`src/hw/rtl/triangle_tangent_bitangent_defines.svh`:
```
// Assertion macros included by triangle_tangent_bitangent.
`ifndef TRIANGLE_TANGENT_BITANGENT_DEFINES_SVH
`define TRIANGLE_TANGENT_BITANGENT_DEFINES_SVH

// Checked at every rising edge of clk while reset is released.
`define TTB_ASSERT(lbl, prop, msg) \
	lbl: assert property (@(posedge clk) disable iff (!arst_n) prop) else $error(msg);

// Checked at every rising edge of clk, reset included.
`define TTB_ASSERT_ALWAYS(lbl, prop, msg) \
	lbl: assert property (@(posedge clk) prop) else $error(msg);

`endif

```
`src/hw/rtl/ttb_pkg.sv`:
```
package ttb_pkg;

	localparam int COORD_W = 32;
	localparam int DELTA_W = COORD_W + 1;
	localparam int PROD_W = 2 * DELTA_W;
	localparam int NUM_W = PROD_W + 1;
	localparam int MUL_OPS = 14;
	localparam int COMPONENTS = 6;

	localparam logic [COORD_W-1:0] Q_MAX = 32'h7FFF_FFFF;
	localparam logic [COORD_W-1:0] Q_MIN = 32'h8000_0000;

	typedef struct packed {
		logic signed [COORD_W-1:0] pos_x;
		logic signed [COORD_W-1:0] pos_y;
		logic signed [COORD_W-1:0] pos_z;
		logic signed [COORD_W-1:0] tex_u;
		logic signed [COORD_W-1:0] tex_v;
	} corner_t;

	typedef struct packed {
		logic signed [COORD_W-1:0] tangent_x;
		logic signed [COORD_W-1:0] tangent_y;
		logic signed [COORD_W-1:0] tangent_z;
		logic signed [COORD_W-1:0] bitangent_x;
		logic signed [COORD_W-1:0] bitangent_y;
		logic signed [COORD_W-1:0] bitangent_z;
		logic degenerate;
		logic clipped;
	} result_t;

	typedef struct packed {
		logic done;
		logic clip;
		logic [COORD_W-1:0] quo;
	} div_status_t;

endpackage

```
`src/hw/rtl/ttb_mul.sv`:
```
module ttb_mul (
	input logic clk,
	input logic signed [ttb_pkg::DELTA_W-1:0] a,
	input logic signed [ttb_pkg::DELTA_W-1:0] b,
	output logic signed [ttb_pkg::PROD_W-1:0] p_s1
);

	always_ff @(posedge clk) begin
		p_s1 <= a * b;
	end

endmodule

```
`config.mk`:
```
export PLATFORM = sky130hd
export DESIGN_NAME = ttb_mul
export DESIGN_NICKNAME = d
export VERILOG_FILES = /design/src/hw/rtl/triangle_tangent_bitangent_defines.svh /design/src/hw/rtl/ttb_pkg.sv /design/src/hw/rtl/ttb_mul.sv
export SDC_FILE = /design/constraint.sdc
export NUM_CORES = 2
export LEC_CHECK = 0
export BUFFER_PORTS_ARGS = -buffer_cell sky130_fd_sc_hd__buf_2
export CORE_MARGIN = 1.5
export CORE_UTILIZATION = 45
export DETAILED_ROUTE_END_ITERATION = 8
export GPL_TIMING_DRIVEN = 1
export SYNTH_ARGS = -nofsm -noshare
export SYNTH_HDL_FRONTEND = slang
export SYNTH_SLANG_ARGS = --single-unit
```
`constraint.sdc`:
```
create_clock -name clk -period 13.7 [get_ports clk]
set_input_delay 2.74 -clock clk [delete_from_list [all_inputs] [get_ports clk]]
set_output_delay 2.74 -clock clk [all_outputs]
set_load 0.1 [all_outputs]
```
## Yosys cells after proc, flatten, opt, wreduce, memory -nomap -nowiden

Cells that the tools add are included.
Widths: inputs -> output; s select.

| storage, ports and cells | value |
|---|---|
| flip-flop bits (word level) | 66 |
| input port bits | 67 |
| output and inout port bits | 66 |

| operators by class | value |
|---|---|
| $mul | 1 |

Operators by type and width:

| operator | count |
|---|---|
| $mul 33x33->66 | 1 |

## Logic depth before layout (Yosys ltp)

| logic depth | value |
|---|---|
| word-level depth | 1 |
| gate-level depth with buffers | 27 |

## Least setup slack after synthesis

OpenSTA, ideal clock, no wires.

| timing path | value |
|---|---|
| kind | input-to-reg |
| start point | in a[32] (netlist bit) |
| end point | reg p_s1[62] (netlist bit) |
| library setup time | 0.079 ns |
| arrival | 9.897 ns |
| required time | 13.621 ns |
| slack | 3.724 ns |
| cell stages on the path | 23 |
| path buffers | 2 |
| path through | clkbuf_1 > nand2_1 > inv_1 > fa_1 > fa_1 > fa_1 > fa_1 > fa_1 > fa_1 > fa_1 > inv_1 > fa_1 > inv_1 > ha_1 > clkbuf_1 > and3_1 > nand3_1 > nand2b_1 > a2111oi_4 > a211oi_4 > a21o_2 > a21o_1 > a211oi_2 |

| between the ends | value |
|---|---|
| word-level cells in the longest chain between the ends | 1 |

RTL lines:

| element | line | text |
|---|---|---|
| start: declaration | ttb_mul.sv:3 | `input logic signed [ttb_pkg::DELTA_W-1:0] a,` |
| $mul 33x33->66 | ttb_mul.sv:9 | `p_s1 <= a * b;` |
| end signal: assignment | ttb_mul.sv:9 |  |
| end: declaration | ttb_mul.sv:5 | `output logic signed [ttb_pkg::PROD_W-1:0] p_s1` |

Every way passes these cells.

## Worst setup path after layout

| timing path | value |
|---|---|
| start point | in b[6] (netlist bit) |
| end point | reg p_s1[58] (netlist bit) |

| between the ends | value |
|---|---|
| word-level cells in the longest chain between the ends | 1 |

RTL lines:

| element | line | text |
|---|---|---|
| start: declaration | ttb_mul.sv:4 | `input logic signed [ttb_pkg::DELTA_W-1:0] b,` |
| $mul 33x33->66 | ttb_mul.sv:9 |  |

Every way passes these cells.

==> results.sh <==
export IMPL_cts_hold_buf=0
export IMPL_area_growth_pct=4.32
export IMPL_final_setup_viol_count=0
export IMPL_cap_violations=0
export IMPL_cts_buffers=9
export IMPL_drive_gt1_share_pct=4.83
export IMPL_finalCriticalPeriod_ns=10.83
export IMPL_end_kind="flop"
export IMPL_syn_area_um2=40700
export IMPL_yosysTopAreaCell="fa_1"
export IMPL_synthTopCellsByCount="1145 x fa_1, 1131 x inv_1, 562 x and2_1, 551 x nand2_1, 217 x ha_1"
export IMPL_grt_pass1_vias=31030
export IMPL_wl_per_cell_um=20.4
export IMPL_routed_wl_um=111000
export IMPL_yosysMostFrequentCell="fa_1"
export IMPL_detailed_place_hpwl_um=92100
export IMPL_largest_reg_flops=66
export IMPL_gp_congestion=0.892
export IMPL_fmax_mhz=92.3
export IMPL_cts_tree="built"
export IMPL_grt_pass1_wl_um=180000
export IMPL_first_iter_violations=1635
export IMPL_design_area_um2=42500
export IMPL_cts_resized_gates=0
export IMPL_synthArstFlopShare_pct=0
export IMPL_critPathMaxStageDelay_ns=1.24
export IMPL_required_ns=13.97
export IMPL_io_pins=133
export IMPL_die_w_um=304
export IMPL_post_cts_buffers=0
export IMPL_postPlaceCellArea_um2=42200
export IMPL_endpoint="p_s1[58]"
export IMPL_synth_edff_count=0
export IMPL_cts_root_buffer="clkbuf_16"
export IMPL_crit_type="in2reg"
export IMPL_htreeDepth=3
export IMPL_ys_flop_type="dfxtp_1"
export IMPL_grt_max_degree=34
export IMPL_dp_cells=5449
export IMPL_syn_num_nets=5767
export IMPL_dr_pass1_iters=6
export IMPL_synthDistinctLibCells=80
export IMPL_clockBufferDepth=2
export IMPL_critical_path_depth=25
export IMPL_yosys_warnings=0
export IMPL_path_delay_family="adder cells"
export IMPL_holdWs_ns=2.91
export IMPL_slew_headroom_pct=26.2
export IMPL_status="completed"
export IMPL_drc=0
export IMPL_die_h_um=304
export IMPL_crit_path_top_delay_cell="fa_1"
export IMPL_antenna_found_initial=6
export IMPL_worstHoldPathType="in2reg"
export IMPL_syn_inst=4338
export IMPL_clock_sinks=66
export IMPL_start_kind="primary input"
export IMPL_cp_arrival_ns=11.10
export IMPL_grt_ovfl_total=0
export IMPL_clk_pin_slew_ns=0.07
export IMPL_grtUsageTotal_pct=25.6
export IMPL_avgSynthCellArea_um2=9.39
export IMPL_hold_viol=0
export IMPL_path_common_cell="fa_1"
export IMPL_rows=110
export IMPL_ys_seq_elements=66
export IMPL_netlist_area_leader_share_pct=56.3
export IMPL_core_area_um2=89900
export IMPL_rsz0062_at_grt="no"
export IMPL_worst_path_buf_inv=7
export IMPL_vias_per_cell=5.17
export IMPL_final_cells=5466
export IMPL_drv_slew=0
export IMPL_die_area_um2=92300
export IMPL_startpoint="b[6]"
export IMPL_drtAntennaViolNets=0
export IMPL_initial_core_util_pct=45.3
export IMPL_yosysSeqAreaShare_pct=3.24
export IMPL_worst_path_max_fanout=20
export IMPL_worst_pin_slew_ns=1.11
export IMPL_synth_area_top_cells="fa_1 56%, inv_1 10%, and2_1 8.6%"
export IMPL_finalCritPeriodShare_pct=79.1
export IMPL_setup_tns_final_ns=0
export IMPL_io_buffer_count=132
export IMPL_reg_largest_list="p_s1 x66"
export IMPL_num_vias=28240
export IMPL_fin_nets=5713
export IMPL_largest_register="p_s1"
-- through the flow --
stage / util, % / worst slack, ns
detailed placement: 46.9 / 2.49
finish: 47.3 / 2.87
global placement: 46.9 / 2.55
global route: 47.3 / 2.50
floorplan: - / 3.72
CTS: 47.3 / 2.91
-- how the worst min path moves through the flow --
stage                     startpoint        to  cells past startpoint
after floorplan                 a[0]   p_s1[0]                      1
after global placement      p_s1[35]  p_s1[35]                      1
after detailed placement    p_s1[28]  p_s1[28]                      1
after CTS                       b[0]   p_s1[0]                      2
after global routing            b[0]   p_s1[0]                      2
final                           b[0]   p_s1[0]                      2
-- cells in the final DEF, fill, tap and decap left out, drive strengths merged, types with 7 or more instances in the layout --
cell       n
fa      1145
inv     1131
and2     563
nand2    551
ha       217
buf      156
nor2      68
dfxtp     66
a21oi     61
xnor2     43
a21o      38
o21ai     33
nand3     26
xor2      25
nand2b    12
nand4     12
clkbuf    12
o21bai    11
a211oi    11
a31oi      9
nor3       7
o31ai      7
-- kinds of logic after synthesis --
family / count (synthesis) / synth area share [%]
xor+xnor: 68 / 1.46
fa+ha+maj: 1362 / 62.9
flops: 66 / 3.24
simple gates: 1271 / 15.8
compound gates: 219 / 4.07
buf+inv: 1352 / 12.5
-- final cells by class --
class | instances | area [um2]
Fill cell | 8725 | 47400
Multi-Input combinational cell | 2920 | 34300
Inverter | 1131 | 4250
Tap cell | 1176 | 1470
Sequential cell | 66 | 1320
Timing Repair Buffer | 156 | 841
Clock buffer | 12 | 246
Clock inverter | 4 | 51.3
Antenna cell | 1 | 2.50
-- layer usage --
metal | wire length [um] | part of all wire [%] | track usage [%] | vias up
met1 | 44000 | 40 | 32.9 | 15029
met3 | 6570 | 5.9 | 3.67 | 166
met4 | 4280 | 3.8 | 9.50 | 0
met2 | 56500 | 51 | 43.9 | 831
li1 | - | - | - | 12214
met5 | 0 | 0 | 0 | -
Power is left out: the tool's default activity adds up to more than one toggle a clock period on the data nets, which glitch-free logic cannot reach.
